`src/sv/utfe_pkg.sv`:
```
`timescale 1ns / 1ps
// ----------------------------------------------------------------------------
// utfe_pkg
// Shared types and constants of the UTF-8 encoder with surrogate pairing.
// ----------------------------------------------------------------------------
package utfe_pkg;

   // Configuration register indexes.
   localparam logic CSR_ALLOW_PAIRS = 1'b0;
   localparam logic CSR_PER_ITEM    = 1'b1;

   // Code point limits.
   localparam logic [31:0] CP_MAX      = 32'h0010_FFFF;
   localparam logic [31:0] HIGH_FIRST  = 32'h0000_D800;
   localparam logic [31:0] HIGH_LAST   = 32'h0000_DBFF;
   localparam logic [31:0] LOW_FIRST   = 32'h0000_DC00;
   localparam logic [31:0] LOW_LAST    = 32'h0000_DFFF;
   localparam logic [31:0] ONE_MAX     = 32'h0000_007F;
   localparam logic [31:0] TWO_MAX     = 32'h0000_07FF;
   localparam logic [31:0] THREE_MAX   = 32'h0000_FFFF;
   localparam logic [20:0] PLANE1_BASE = 21'h01_0000;

   // Byte length codes (number of bytes minus one).
   localparam logic [1:0] LEN_ONE   = 2'd0;
   localparam logic [1:0] LEN_TWO   = 2'd1;
   localparam logic [1:0] LEN_THREE = 2'd2;
   localparam logic [1:0] LEN_FOUR  = 2'd3;

   // UTF-8 byte prefixes.
   localparam logic [1:0] PFX_CONT  = 2'b10;
   localparam logic [2:0] PFX_LEAD2 = 3'b110;
   localparam logic [3:0] PFX_LEAD3 = 4'b1110;
   localparam logic [4:0] PFX_LEAD4 = 5'b11110;

   // Depth of the queue between front and back.
   localparam int unsigned QUEUE_DEPTH = 2;
   localparam int unsigned QUEUE_PTR_W = (QUEUE_DEPTH > 1) ? $clog2(QUEUE_DEPTH) : 1;
   localparam int unsigned QUEUE_CNT_W = $clog2(QUEUE_DEPTH + 1);

   // Input transaction.
   typedef struct packed {
      logic signed [31:0] code_value;
      logic               end_of_string;
   } req_type;

   // Result transaction.
   typedef struct packed {
      logic [7:0] out_byte;
      logic       byte_present;
      logic       last_of_item;
      logic       invalid;
      logic       string_end;
   } rsp_type;

   // Classified item passed from the front to the back.
   typedef struct packed {
      logic [20:0] code_point;
      logic [1:0]  len;
      logic        present;
      logic        invalid;
      logic        closes;
   } item_type;

endpackage

```
`src/sv/utf8_encoder_with_surrogate_pairs_core.sv`:
```
`timescale 1ns / 1ps
// ----------------------------------------------------------------------------
// utf8_encoder_with_surrogate_pairs_core
// UTF-8 encoder with optional surrogate pairing, string and per-item modes.
// ----------------------------------------------------------------------------
// The first byte of an item passes the queue and then the output register of
// the back end before it is on the result ports.
// Throughput: one result per cycle while results are popped, set by the
// byte serializer in the back end; each byte, or an empty item, is one result.
// Reset clears the configuration, the surrogate and error state, the queue
// and the output valid flag; the block accepts items once reset is released.
module utf8_encoder_with_surrogate_pairs_core
   import utfe_pkg::*;
(
   input  logic    clock,
   input  logic    reset,
   input  logic    req_push,
   output logic    req_full,
   input  req_type req_data,
   output logic    rsp_empty,
   input  logic    rsp_pop,
   output rsp_type rsp_data,
   input  logic    csr_write_en,
   input  logic    csr_index,
   input  logic    csr_write_data
);

   logic     accept;
   logic     item_write;
   item_type item_data;
   item_type head;
   logic     head_empty;
   logic     head_pop;

   // An input transaction is taken whenever the queue has room.
   assign accept = req_push && !req_full;

   utfe_front u_front (
      .clock          (clock),
      .reset          (reset),
      .csr_write_en   (csr_write_en),
      .csr_index      (csr_index),
      .csr_write_data (csr_write_data),
      .accept         (accept),
      .req_data       (req_data),
      .item_write     (item_write),
      .item_data      (item_data)
   );

   utfe_queue u_queue (
      .clock   (clock),
      .reset   (reset),
      .wr_en   (item_write),
      .wr_data (item_data),
      .rd_en   (head_pop),
      .rd_data (head),
      .full    (req_full),
      .empty   (head_empty)
   );

   utfe_back u_back (
      .clock      (clock),
      .reset      (reset),
      .head       (head),
      .head_empty (head_empty),
      .head_pop   (head_pop),
      .rsp_empty  (rsp_empty),
      .rsp_pop    (rsp_pop),
      .rsp_data   (rsp_data)
   );

endmodule

```
`src/sv/utfe_front.sv`:
```
`timescale 1ns / 1ps
// ----------------------------------------------------------------------------
// utfe_front
// Accepts code values, tracks surrogates and errors, and queues work items.
// ----------------------------------------------------------------------------
module utfe_front
   import utfe_pkg::*;
(
   input  logic     clock,
   input  logic     reset,
   input  logic     csr_write_en,
   input  logic     csr_index,
   input  logic     csr_write_data,
   input  logic     accept,
   input  req_type  req_data,
   output logic     item_write,
   output item_type item_data
);

   logic       allow_pairs_ff, allow_pairs_in;
   logic       per_item_ff, per_item_in;
   logic [9:0] held_bits_ff, held_bits_in;
   logic       held_valid_ff, held_valid_in;
   logic       error_ff, error_in;

   logic [31:0] value;
   logic        eos;
   logic        negative;
   logic        too_big;
   logic        is_high;
   logic        is_low;
   logic        is_bad;
   logic [1:0]  plain_len;
   logic [20:0] pair_cp;
   logic        emit;

   // Classification of the incoming value.
   always_comb begin
      value     = req_data.code_value;
      eos       = req_data.end_of_string;
      negative  = value[31];
      too_big   = !negative && (value > CP_MAX);
      is_high   = (value >= HIGH_FIRST) && (value <= HIGH_LAST);
      is_low    = (value >= LOW_FIRST) && (value <= LOW_LAST);
      is_bad    = negative || too_big;
      pair_cp   = PLANE1_BASE + {1'b0, held_bits_ff, value[9:0]};
      if (value <= ONE_MAX) begin
         plain_len = LEN_ONE;
      end else if (value <= TWO_MAX) begin
         plain_len = LEN_TWO;
      end else if (value <= THREE_MAX) begin
         plain_len = LEN_THREE;
      end else begin
         plain_len = LEN_FOUR;
      end
   end

   // Configuration writes.
   always_comb begin
      allow_pairs_in = allow_pairs_ff;
      per_item_in    = per_item_ff;
      if (csr_write_en) begin
         unique case (csr_index)
            CSR_ALLOW_PAIRS: allow_pairs_in = csr_write_data;
            CSR_PER_ITEM:    per_item_in    = csr_write_data;
            default:         allow_pairs_in = allow_pairs_ff;
         endcase
      end
   end

   // Surrogate and error tracking, and the work item for the back end.
   always_comb begin
      held_bits_in         = held_bits_ff;
      held_valid_in        = held_valid_ff;
      error_in             = error_ff;
      emit                 = 1'b0;
      item_data.code_point = value[20:0];
      item_data.len        = plain_len;
      item_data.present    = 1'b0;
      item_data.invalid    = 1'b0;
      item_data.closes     = 1'b1;
      item_write           = 1'b0;

      if (per_item_ff) begin
         // Every item is a string of its own.
         held_bits_in  = '0;
         held_valid_in = 1'b0;
         error_in      = 1'b0;
         item_write    = accept;
         if (is_bad || is_high || is_low) begin
            item_data.invalid = 1'b1;
            item_data.len     = LEN_ONE;
         end else if (value == '0) begin
            item_data.len = LEN_ONE;
         end else begin
            item_data.present = 1'b1;
         end
      end else begin
         if (!error_ff) begin
            priority if (held_valid_ff) begin
               if (is_low) begin
                  emit                 = 1'b1;
                  item_data.code_point = pair_cp;
                  item_data.len        = LEN_FOUR;
               end else begin
                  error_in = 1'b1;
               end
               held_valid_in = 1'b0;
               held_bits_in  = '0;
            end else if (is_bad || is_low) begin
               error_in = 1'b1;
            end else if (is_high) begin
               if (!allow_pairs_ff || eos) begin
                  error_in = 1'b1;
               end else begin
                  held_valid_in = 1'b1;
                  held_bits_in  = value[9:0];
               end
            end else if (value != '0) begin
               emit = 1'b1;
            end
         end
         item_data.present = emit;
         item_data.invalid = error_in;
         item_data.closes  = eos;
         if (!emit) begin
            item_data.len = LEN_ONE;
         end
         item_write = accept && (emit || eos);
         // The end of a string clears all string state.
         if (eos) begin
            held_valid_in = 1'b0;
            held_bits_in  = '0;
            error_in      = 1'b0;
         end
      end

      if (!accept) begin
         held_bits_in  = held_bits_ff;
         held_valid_in = held_valid_ff;
         error_in      = error_ff;
      end
   end

   // State registers.
   always_ff @(posedge clock) begin
      if (reset) begin
         allow_pairs_ff <= 1'b0;
         per_item_ff    <= 1'b0;
         held_bits_ff   <= '0;
         held_valid_ff  <= 1'b0;
         error_ff       <= 1'b0;
      end else begin
         allow_pairs_ff <= allow_pairs_in;
         per_item_ff    <= per_item_in;
         held_bits_ff   <= held_bits_in;
         held_valid_ff  <= held_valid_in;
         error_ff       <= error_in;
      end
   end

endmodule

```
`src/sv/utfe_queue.sv`:
```
`timescale 1ns / 1ps
// ----------------------------------------------------------------------------
// utfe_queue
// Short register queue of work items between the front and the back.
// ----------------------------------------------------------------------------
module utfe_queue
   import utfe_pkg::*;
(
   input  logic     clock,
   input  logic     reset,
   input  logic     wr_en,
   input  item_type wr_data,
   input  logic     rd_en,
   output item_type rd_data,
   output logic     full,
   output logic     empty
);

   localparam logic [QUEUE_PTR_W-1:0] LAST_PTR = QUEUE_PTR_W'(QUEUE_DEPTH - 1);
   localparam logic [QUEUE_CNT_W-1:0] DEPTH_CNT = QUEUE_CNT_W'(QUEUE_DEPTH);

   item_type                 mem_ff [QUEUE_DEPTH];
   logic [QUEUE_PTR_W-1:0]   wr_ptr_ff, wr_ptr_in;
   logic [QUEUE_PTR_W-1:0]   rd_ptr_ff, rd_ptr_in;
   logic [QUEUE_CNT_W-1:0]   count_ff, count_in;
   logic                     do_wr;
   logic                     do_rd;

   assign full    = (count_ff == DEPTH_CNT);
   assign empty   = (count_ff == '0);
   assign do_wr   = wr_en && !full;
   assign do_rd   = rd_en && !empty;
   assign rd_data = mem_ff[rd_ptr_ff];

   // Pointer and fill count update.
   always_comb begin
      wr_ptr_in = wr_ptr_ff;
      rd_ptr_in = rd_ptr_ff;
      count_in  = count_ff;
      if (do_wr) begin
         wr_ptr_in = (wr_ptr_ff == LAST_PTR) ? '0 : wr_ptr_ff + 1'b1;
      end
      if (do_rd) begin
         rd_ptr_in = (rd_ptr_ff == LAST_PTR) ? '0 : rd_ptr_ff + 1'b1;
      end
      unique case ({do_wr, do_rd})
         2'b10:   count_in = count_ff + 1'b1;
         2'b01:   count_in = count_ff - 1'b1;
         default: count_in = count_ff;
      endcase
   end

   always_ff @(posedge clock) begin
      if (reset) begin
         wr_ptr_ff <= '0;
         rd_ptr_ff <= '0;
         count_ff  <= '0;
      end else begin
         wr_ptr_ff <= wr_ptr_in;
         rd_ptr_ff <= rd_ptr_in;
         count_ff  <= count_in;
      end
   end

   // Storage needs no reset.
   always_ff @(posedge clock) begin
      if (do_wr) begin
         mem_ff[wr_ptr_ff] <= wr_data;
      end
   end

   // The fill count never passes the depth.
   a_count_bound: assert property (@(posedge clock) disable iff (reset)
      count_ff <= DEPTH_CNT)
      else $error("queue fill count above depth");

   // A write into a full queue must not happen.
   a_no_overflow: assert property (@(posedge clock) disable iff (reset)
      !(wr_en && full))
      else $error("write into full queue");

   // A read from an empty queue must not happen.
   a_no_underflow: assert property (@(posedge clock) disable iff (reset)
      !(rd_en && empty))
      else $error("read from empty queue");

endmodule

```
`src/sv/utfe_back.sv`:
```
`timescale 1ns / 1ps
// ----------------------------------------------------------------------------
// utfe_back
// Turns queued work items into UTF-8 bytes, one result per cycle while results are popped.
// ----------------------------------------------------------------------------
module utfe_back
   import utfe_pkg::*;
(
   input  logic     clock,
   input  logic     reset,
   input  item_type head,
   input  logic     head_empty,
   output logic     head_pop,
   output logic     rsp_empty,
   input  logic     rsp_pop,
   output rsp_type  rsp_data
);

   logic [1:0] byte_idx_ff, byte_idx_in;
   logic       out_valid_ff, out_valid_in;
   rsp_type    out_ff, out_in;
   logic       load;
   logic       last;

   // Byte at position idx of a code point that takes len+1 bytes.
   function automatic logic [7:0] utf8_byte(logic [20:0] cp, logic [1:0] len,
                                             logic [1:0] idx);
      logic [1:0] pos;
      logic [7:0] b;
      pos = len - idx;
      if (idx == '0) begin
         unique case (len)
            LEN_ONE:   b = {1'b0, cp[6:0]};
            LEN_TWO:   b = {PFX_LEAD2, cp[10:6]};
            LEN_THREE: b = {PFX_LEAD3, cp[15:12]};
            default:   b = {PFX_LEAD4, cp[20:18]};
         endcase
      end else begin
         unique case (pos)
            2'd0:    b = {PFX_CONT, cp[5:0]};
            2'd1:    b = {PFX_CONT, cp[11:6]};
            default: b = {PFX_CONT, cp[17:12]};
         endcase
      end
      return b;
   endfunction

   assign load      = !head_empty && (!out_valid_ff || rsp_pop);
   assign last      = (byte_idx_ff == head.len);
   assign head_pop  = load && last;
   assign rsp_empty = !out_valid_ff;
   assign rsp_data  = out_ff;

   // Byte sequencing and output register.
   always_comb begin
      byte_idx_in  = byte_idx_ff;
      out_in       = out_ff;
      out_valid_in = out_valid_ff;
      if (rsp_pop) begin
         out_valid_in = 1'b0;
      end
      if (load) begin
         out_valid_in        = 1'b1;
         byte_idx_in         = last ? '0 : byte_idx_ff + 1'b1;
         out_in.out_byte     = head.present ?
                               utf8_byte(head.code_point, head.len, byte_idx_ff) : 8'h00;
         out_in.byte_present = head.present;
         out_in.last_of_item = last;
         out_in.invalid      = head.invalid;
         out_in.string_end   = last && head.closes;
      end
   end

   always_ff @(posedge clock) begin
      if (reset) begin
         byte_idx_ff  <= '0;
         out_valid_ff <= 1'b0;
      end else begin
         byte_idx_ff  <= byte_idx_in;
         out_valid_ff <= out_valid_in;
      end
   end

   always_ff @(posedge clock) begin
      out_ff <= out_in;
   end

   // The byte counter never runs past the length of the item at the head.
   a_idx_bound: assert property (@(posedge clock) disable iff (reset)
      !head_empty |-> (byte_idx_ff <= head.len))
      else $error("byte index beyond item length");

   // A string only closes on the final result of an item.
   a_end_is_last: assert property (@(posedge clock) disable iff (reset)
      (out_valid_ff && rsp_data.string_end) |-> rsp_data.last_of_item)
      else $error("string end without last of item");

   // An empty result is always the only result of its item.
   a_empty_single: assert property (@(posedge clock) disable iff (reset)
      (out_valid_ff && !rsp_data.byte_present) |->
         (rsp_data.last_of_item && rsp_data.out_byte == 8'h00))
      else $error("empty result not alone");

endmodule

```
`config.mk`:
```
export PLATFORM = sky130hd
export DESIGN_NAME = utf8_encoder_with_surrogate_pairs_core
export DESIGN_NICKNAME = d
export VERILOG_FILES = /design/src/sv/utfe_pkg.sv /design/src/sv/utf8_encoder_with_surrogate_pairs_core.sv /design/src/sv/utfe_front.sv /design/src/sv/utfe_queue.sv /design/src/sv/utfe_back.sv
export SDC_FILE = /design/constraint.sdc
export NUM_CORES = 1
export LEC_CHECK = 0
export ABC_CLOCK_PERIOD_IN_PS = 5450
export BUFFER_PORTS_ARGS = -buffer_cell sky130_fd_sc_hd__buf_2
export CORE_AREA = 10 10 101 103
export CTS_CLUSTER_SIZE = 30
export DETAILED_ROUTE_END_ITERATION = 7
export DIE_AREA = 0 0 111 113
export GPL_ROUTABILITY_DRIVEN = 0
export MAX_ROUTING_LAYER = met4
export PLACE_DENSITY_LB_ADDON = 0.1
export SLEW_MARGIN = 0
export SYNTH_ARGS = -nofsm -noshare
export SYNTH_HDL_FRONTEND = slang
export SYNTH_SLANG_ARGS = --single-unit
export TNS_END_PERCENT = 1
```
`constraint.sdc`:
```
create_clock -name clock -period 5.45 [get_ports clock]
set_clock_uncertainty 0.05 [all_clocks]
set_input_delay 0.8175 -clock clock [delete_from_list [all_inputs] [get_ports clock]]
set_output_delay 0.8175 -clock clock [all_outputs]
set_load 0.02 [all_outputs]
```
Word level (Yosys, flattened, before mapping)
Memory sizes are Yosys's and may differ from the RTL's. A register that Yosys moved wholly into a read port is not among the register bits.
Cells that the tools add are included.
- flip-flop bits (word level): 33
- bits in writable memories: 52
- output and inout port bits: 14
- logic and storage cells: 135
- memories kept: 1
- memory list (name ; depth ; width ; rd ports ; clocked after Yosys merged registers in ; wr ports ; line ; text):
    u_queue.mem_ff ; 2 ; 26 ; 1 ; 1 ; 1 ; utfe_queue.sv:22 ; item_type mem_ff [QUEUE_DEPTH];
- add/sub/neg operators: 7
- magnitude comparators: 8
- eq/ne operators: 10
- multiplexer cells: 58
- bitwise gates (word level): 1
- reduce and logical (&&, ||, !) cells: 35
- operators by type and width (cell ; number):
    $le 32x16->1 const B ; 3
    $mux 10 ; 7
    $mux 23 ; 3
    $ge 32x16->1 const B ; 2
    $mux 1 ; 36
    $gt 32x21->1 const B ; 1
    $le 32x11->1 const B ; 1
    $le 32x7->1 const B ; 1
    $logic_not 32->1 ; 1
    $reduce_bool 32->1 ; 1
    $pmux 8 s3 ; 1
    $add 17x20->21 const A ; 1
    $mux 21 ; 1
    $mux 2 ; 6
    $pmux 6 s2 ; 1
    $logic_and 1x1->1 ; 10
    $logic_not 2->1 ; 4
    $mux 8 ; 1
    $ne 4x2->1 const B ; 2
    $logic_or 1x1->1 ; 7
    $eq 2x1->1 const B ; 3
    $eq 2x2->1 const B ; 3
    $reduce_and 2->1 ; 3
    $logic_not 1->1 ; 5
    12 further kinds ; 15

Longest topological paths before layout
Gate-level depths: netlist of run 1.
- word-level depth: 14
- gate-level depth with buffers: 12
- gate-level depth less buffers: 9

Cells and area by module
Synthesis of run 1 repeated with hierarchy kept, for this count alone.
- cells, all modules: 308
- area total of the unflattened synthesis: 4095.2 um2
- by module, submodules not included (module ; times used ; cells each ; area an instance (um2) ; sequential area each (um2)):
    utfe_queue ; 1 ; 107 ; 2093.3 ; 1661.6
    utfe_front ; 1 ; 117 ; 1023.5 ; 280.3
    utfe_back ; 1 ; 83 ; 964.7 ; 420.4
    utf8_encoder_with_surrogate_pairs_core ; 1 ; 1 ; 13.8 ; 0.0

Worst setup path before layout of run 1
No wires, ideal clock.
- path type: input-to-reg
- start: input port req_data[19] in the netlist's numbering
- end: memory u_queue.mem_ff[1][0] in the netlist's numbering, enable pin
- library setup time: 412 ps
- data arrival time: 3284 ps
- setup slack: 1704 ps
- stages: 5
- path through: or4_4 > buf_6 > a2111oi_0 > a2bb2oi_2 > nor2b_1
- word-level cells in the longest chain between the ends: 14
- elaborated cells between the ends (all ways): 24
- RTL lines (what ; line ; text):
    start: declaration ; utf8_encoder_with_surrogate_pairs_core.sv:19 ; input req_type req_data,
    $gt 32x21->1 ; utfe_front.sv:42 ; too_big = !negative && (value > CP_MAX);
    $logic_and 1x1->1 ; utfe_front.sv:42 ;
    $logic_or 1x1->1 ; utfe_front.sv:45 ; is_bad = negative || too_big;
    $logic_or 1x1->1 ; utfe_front.sv:110 ; end else if (is_bad || is_low) begin
    $mux 1 ; utfe_front.sv:110 ;
    $mux 1 * ; utfe_front.sv:100 ; priority if (held_valid_ff) begin
    $mux 1 * ; utfe_front.sv:99 ; if (!error_ff) begin
    $mux 1 * ; utfe_front.sv:84 ; if (per_item_ff) begin
    $logic_or 1x1->1 * ; utfe_front.sv:129 ; item_write = accept && (emit || eos);
    $logic_and 1x1->1 * ; utfe_front.sv:129 ;
    $mux 1 * ; utfe_front.sv:84 ;
    $logic_and 1x1->1 * ; utfe_queue.sv:31 ; assign do_wr = wr_en && !full;
    $mux 1 * ; utfe_queue.sv:67 ; if (do_wr) begin
    $mux 1 (not written as such) * ; utfe_queue.sv:68 ; mem_ff[wr_ptr_ff] <= wr_data;
    end: declaration ; utfe_queue.sv:22 ;
Every way passes the cells marked *; elsewhere a longest branch is shown, timed or not. The select of a mux whose other input is x is not followed.

Final worst setup path of run 1
- start: input port req_data[19] in the netlist's numbering
- end: register u_queue.count_ff[1]
- word-level cells in the longest chain between the ends: 14
- elaborated cells between the ends (all ways): 26
- RTL lines (what ; line ; text):
    $gt 32x21->1 ; utfe_front.sv:42 ;
    $logic_and 1x1->1 ; utfe_front.sv:42 ;
    $logic_or 1x1->1 ; utfe_front.sv:45 ;
    $logic_or 1x1->1 ; utfe_front.sv:110 ;
    $mux 1 ; utfe_front.sv:110 ;
    $mux 1 * ; utfe_front.sv:100 ;
    $mux 1 * ; utfe_front.sv:99 ;
    $mux 1 * ; utfe_front.sv:84 ;
    $logic_or 1x1->1 * ; utfe_front.sv:129 ;
    $logic_and 1x1->1 * ; utfe_front.sv:129 ;
    $mux 1 * ; utfe_front.sv:84 ;
    $logic_and 1x1->1 * ; utfe_queue.sv:31 ;
    $eq 2x1->1 / $eq 2x2->1 (equally long branches) ; utfe_queue.sv:46 ; unique case ({do_wr, do_rd})
    $pmux 2 s2 / $reduce_bool 2->1 (equally long branches) ; -- ;
    end signal: assignment ; utfe_queue.sv:61 ; count_ff <= count_in;
    end: declaration ; utfe_queue.sv:25 ; logic [QUEUE_CNT_W-1:0] count_ff, count_in;
Marked as above.
A chain may end at the register's enable or synchronous reset.

==> results.md, run 1 <==
* Share of post-route cells with drive strength above 1 at 29.9%
* Worst hold margin at 0.443 ns
* DR WL met3 at 389 µm
* Final Cycle Share at around 58%
* Post-Syn Area at ~4000 µm²
* Vias at 2637
* M1 WL at about 4100 µm
* CTS tree: done
* Vias in the first global route at 2640
* Post-route DRC violation count at 0
* TritonRoute pass-1 iters at 5
* Worst-Margin Slew at between 0.8 and 0.9 ns
* Worst-path maximum fanout at 6
* Clock-pin slew on the worst setup and hold paths at 0.08 ns
* Mean Syn Cell Area at around 13 µm²
* Die Span X at roughly 110 µm
* Dominant cell type by area after synthesis: edfxtp_1
* ANT cells at 0
* Die Area at 12500 µm²
* CTS Buffer Depth at 2
* Fill cell count at roughly 670
* Core Region at 8130 µm²
* Min-Delay Path Class: reg -> reg
* Status: finished clean
* Setup violators final at 0
* Reg2reg setup slack at 2.54 ns
* Rows at 33
* Final hold violation count at 0
* Critical path launch point type: input port
* Post-synthesis sequential area ratio at between 50% and 60%
* Hold buffers post-CTS at 0
* Maximum vdd ir drop at between 150 and 200 µV
* Critical path required time at 5.68 ns
* Nets at slightly above 400
* Final worst slack at ~2.3 ns
* Slew margin rel. at a little over two fifths
* Post-synth top area share at a little under half
* Largest net degree at the start of global routing at 31
* TritonCTS Buffers at 9
* WL met2 at around 4000 µm
* Pleak at between 1.5 and 2 nW
* Drt total wl at ~8600 µm
* Synth Net Count at 352
* Power Dens Cells at approximately 420 nW/µm²
* RSZ-0062 raised after global routing: no
* Setup Fix Bufs, Post-CTS at 0
* Worst Reg-to-Reg Cells at 8
* First-pass GRT wire length at between 10000 and 15000 µm
* Async SR Flop Fraction at 0%
* CTS H-tree lvls at 3
* Largest cells by area after synthesis: edfxtp_1 48%, dfxtp_1 11%, mux2_2 4.7%
* F_max at 0.317 GHz
* Initial antenna violation count at 0
* Top sig layer: met4
* Count of different cell masters after synthesis at 58
* DRT antenna net count at 0
* MaxCap Viol Count at 0
* FF+latch count, synth at between 80 and 90
* Routed wire per std cell at 18.3 µm
* Fin crit period at about 3.2 ns
* Setup TNS at 0 ns
* FF-to-FF End: u_queue.count_ff[1]
* Initial DRC Count at between 100 and 150
* Area Growth Syn to Fin at 14.3%
* # port buffers at 53
* Dominant synthesized flop cell: edfxtp_1
* Critical path endpoint: u_queue.count_ff[1]
* Grt ovf at 0
* Die Height at between 100 and 150 µm
* Clock sink total at 86
* Vias per std cell at roughly 5.6
* Slew Limit Fails at 0
* Crit end category: flop
* Crit Path Class: in -> reg
* Syn. warnings at 0
* Post-place setup slack at ~1.9 ns
* Crit path from: req_data[19]
* I/O pin total at 54
* Initial Utilization at 49.7%
* Post-synth EDFFs at 64
* Tot GR Track Use at between 10% and 20%
* PostCTS Resize Cnt at 0
* Clock latency on the worst-skew pair at approximately 0.36 ns
* Clock root buffer: clkbuf_8
* Hpwl dp at roughly 6400 µm
* Post-synthesis instance total at 303
* Arr. time, crit path at 3.39 ns
==> how the worst min path moves through the flow <==
stage                                   end  cells after the start               startpoint
floorplan           u_front.held_bits_ff[1]                      1  u_front.held_bits_ff[1]
global placement    u_front.held_bits_ff[3]                      1  u_front.held_bits_ff[3]
detailed placement  u_front.held_bits_ff[0]                      1  u_front.held_bits_ff[0]
CTS                     u_back.out_valid_ff                      2      u_back.out_valid_ff
global route        u_front.held_bits_ff[4]                      1  u_front.held_bits_ff[4]
finish              u_front.held_bits_ff[0]                      1  u_front.held_bits_ff[0]
==> layout make-up <==
cell class	instances	area, µm²	share of cell area (%)
clock inverter	6	86.3	1.87
multi-input combinational	194	1580	34.1
sequential	86	2360	51.1
clock buffer	10	128	2.76
inverter	13	48.8	1.06
timing repair buffer	56	288	6.23
tap	105	131	2.84
==> critical path, stage by stage <==
cell	delay [ns]
buf_2	0.10
or4_4	0.58
or2_0	0.23
or4_1	0.55
a2bb2oi_2	0.29
ha_1	0.32
or3_1	0.35
a21oi_1	0.14
==> registers in the layout, summed over array words and instances, names as in the netlist, 2 cells and up, named ones only <==
register	count
u_back.rsp_data	12
u_back.byte_idx_ff	2
u_queue.mem_ff	52
u_queue.count_ff	2
u_front.held_bits_ff	10
==> metal layers <==
metal	vias to the layer above	GRT usage, %
met5	-	-
met4	0	5.30
met3	10	2.32
li1	1294	-
met1	1260	18.5
met2	73	21.0
==> logic make-up after synthesis <==
group / count (synthesis) / share of synthesized area, %
muxes: 43 / 13.3
and+or+nand+nor: 73 / 9.85
xor gates and xnor gates: 7 / 1.86
DFF: 86 / 58.5
AOI/OAI and AO/OA: 62 / 11.1
buffers and inverters: 23 / 2.66
adders and majority gates: 9 / 2.79
==> power breakdown <==
group / internal, W / total [W] / switching [W]
registers: 0.000820 / 0.000852 / 0.0000327
logic: 0.000248 / 0.000616 / 0.000368
clock network: 0.000259 / 0.000490 / 0.000231
total: 0.00133 / 0.00196 / 0.000632
==> cells in the final DEF (no fill, tap or decap), types with 9 or more instances in the layout <==
cell	n
clkbuf_8	9
a21oi_1	14
edfxtp_1	64
ha_1	9
mux2_2	17
mux2i_1	16
nor2_1	21
buf_2	53
o21ai_0	10
a22o_1	10
nand2_1	12
dfxtp_1	22
inv_1	12
==> stage by stage <==
step           cells  cell area [µm²]  total power, W  utilization, %
6_report         470             4620         0.00196            56.8
3_5_place_dp     454             4410         0.00149            54.2
3_3_place_gp     454             4410         0.00148            54.2
5_1_grt          470             4620         0.00207            56.8
2_1_floorplan    303             4040         0.00132               -
4_1_cts          470             4620         0.00197            56.8
==> synth_stat cells, types with 5 or more instances <==
cell      count
a21oi_1      14
a22o_1       10
dfxtp_1      22
edfxtp_1     64
ha_1          9
inv_1        12
mux2_2       17
mux2i_1      16
mux4_2        5
nand2_1      12
nand3_1       7
nor2_1       22
nor3_1        5
nor4_1        6
o21ai_0      10
(Power assumes the default switching activity.)
==> run 2, diff against run 1 <==
Settings changed: ABC_CLOCK_PERIOD_IN_PS 5450 to 2700.
Clock period 5.45 ns to 2.7 ns, I/O delays scaled along.
==> run 2 against run 1 <==
- die area unchanged
- highest routed layer unchanged
- flip-flop and latch count is the same
- clock power increased by 96%
==> results.md, run 2 (synthesis gave the netlist of run 1 again) <==
* Clock root buffer: clkbuf_8
* Min-Delay Path Class: in -> reg
* Initial DRC Count at between 100 and 150
* Post-route DRC violation count at 0
* Arr. time, crit path at 2.77 ns
* Maximum vdd ir drop at 286 µV
* CTS Buffer Depth at 2
* TritonCTS Buffers at 9
* Core Region at roughly 8100 µm²
* DRT antenna net count at 0
* Share of post-route cells with drive strength above 1 at 35.7%
* Biggest register: u_queue.mem_ff
* Worst-Margin Slew at 0.752 ns
* Tot GR Track Use at around 15%
* Initial antenna violation count at 0
* Vias per std cell at roughly 5.5
* Clock sink total at 86
* I/O pin total at 54
* First-pass GRT wire length at roughly 14000 µm
* Crit Path Class: in -> reg
* Final hold violation count at 0
* Post-place setup slack at -0.211 ns
* Hpwl dp at about 6800 µm
* Most frequent cells in the layout: 64 x edfxtp_1, 53 x buf_2, 29 x buf_4
* Critical path required time at ~2.9 ns
* Worst Reg-to-Reg Cells at 7
* Initial Utilization at ~50%
* Die Area at between 10000 and 15000 µm²
* Reg2reg setup slack at ~0.23 ns
* ANT cells at 0
* Clock-pin slew on the worst setup and hold paths at approximately 0.080 ns
* Final instance area at between 4000 and 5000 µm²
* Crit end category: flop
* Final worst slack at roughly 0.16 ns
* Status: finished clean
* Pleak at approximately 1.9 nW
* Crit-path slowest cell: or4_4
* Final Cycle Share at between 90 and 100%
* CTS H-tree lvls at 3
* Hold buffers post-CTS at 0
* Routed wire per std cell at approximately 18 µm
* Most frequent CP cell: or4_4
* WHS Endpoint: u_queue.mem_ff[1][10]
* Vias at between 2000 and 3000
* Power Dens Cells at roughly 820 nW/µm²
* CTS tree: done
* Grt ovf at 0
* Critical path launch point type: input port
* Die Height at between 100 and 150 µm
* CP Cell Sequence: buf_2, or4_4, or2_0, or4_4, a2bb2oi_4, buf_4, ha_4, or3_1, a21oi_1
* Die Span X at roughly 110 µm
* Stages on worst setup path at 9
* Drt total wl at ~9000 µm
* Worst-path maximum fanout at 4
* TritonRoute pass-1 iters at 5
* Max incr delay on CP at around 0.55 ns
* Worst hold margin at 0.265 ns
* Commonest non-fill, non-tap cell in the layout: edfxtp_1
* Hold depth at 1
* Slew margin rel. at between 40% and 50%
* Area Growth Syn to Fin at 21.0%
* # port buffers at 53
* Setup violators final at 0
* Hold path start: req_data[6]
* Crit path max-delay family: simple AND/OR/NAND/NOR gates
* Vias in the first global route at a little under 3000
* Fin crit period at between 2 and 3 ns
* DP Area at 4670 µm²
* Nets at around 440
* Largest net degree at the start of global routing at 27
* FF-to-FF End: u_queue.count_ff[1]
* Largest register FFs at 52
* Clock latency on the worst-skew pair at 0.34 ns
* F_max at 0.393 GHz
* Rows at 33
* Slew Limit Fails at 0
* CP Buf/Inv Count at 2
* MaxCap Viol Count at 0
* Setup Fix Bufs, Post-CTS at 0
* RSZ-0062 raised after global routing: no
[run 2: how the worst max path moves through the flow]
stage | from | to | slack [ns]
after floorplan | req_data[19] | u_queue.count_ff[1] | -0.05
after global placement | req_data[19] | u_queue.count_ff[1] | -0.17
after detailed placement | req_data[19] | u_queue.count_ff[1] | -0.21
after CTS | flop | u_queue.count_ff[1] | 0.14
after global routing | flop | u_queue.count_ff[1] | 0.04
final | req_data[19] | u_queue.count_ff[1] | 0.16
[run 2: report_power, final]
| group | leakage, nW | switching [W] | internal [W] |
|---|---|---|---|
| Sequential | 0.763 | 0.0000748 | 0.00165 |
| Clock | 0.108 | 0.000438 | 0.000520 |
| Combinational | 0.987 | 0.000762 | 0.000579 |
[run 2: timing repair]
action	CTS	global route
hold endpoints to repair	0	0
endpoints found under the setup margin	0	1
gates resized for setup	0	1
[run 2: cell type report]
type	count	area [µm²]
Tap cell	105	131
Multi-Input combinational cell	194	1630
Sequential cell	86	2360
Clock buffer	10	128
Inverter	13	48.8
Timing Repair Buffer	83	503
Clock inverter	6	86.3
Fill cell	660	3240
[run 2: routing by layer]
| layer | global-route usage (%) | wire length [µm] | vias up |
|---|---|---|---|
| li1 | - | - | 1348 |
| met1 | 17.6 | 4100 | 1311 |
| met2 | 23.5 | 4290 | 57 |
| met3 | 3.70 | 349 | 8 |
| met4 | 4.34 | 80 | 0 |
| met5 | - | 0 | - |
[run 2: metrics by stage]
stage,utilization (%),std cells,setup TNS (ns),power (W)
final,60.1,497,0,0.00403
after global routing,60.1,497,0,0.00426
after CTS,60.1,497,0,0.00406
after detailed placement,57.4,481,-4.82,0.00311
after global placement,57.4,481,-3.17,0.00308
after floorplan,-,303,-0.887,0.00269
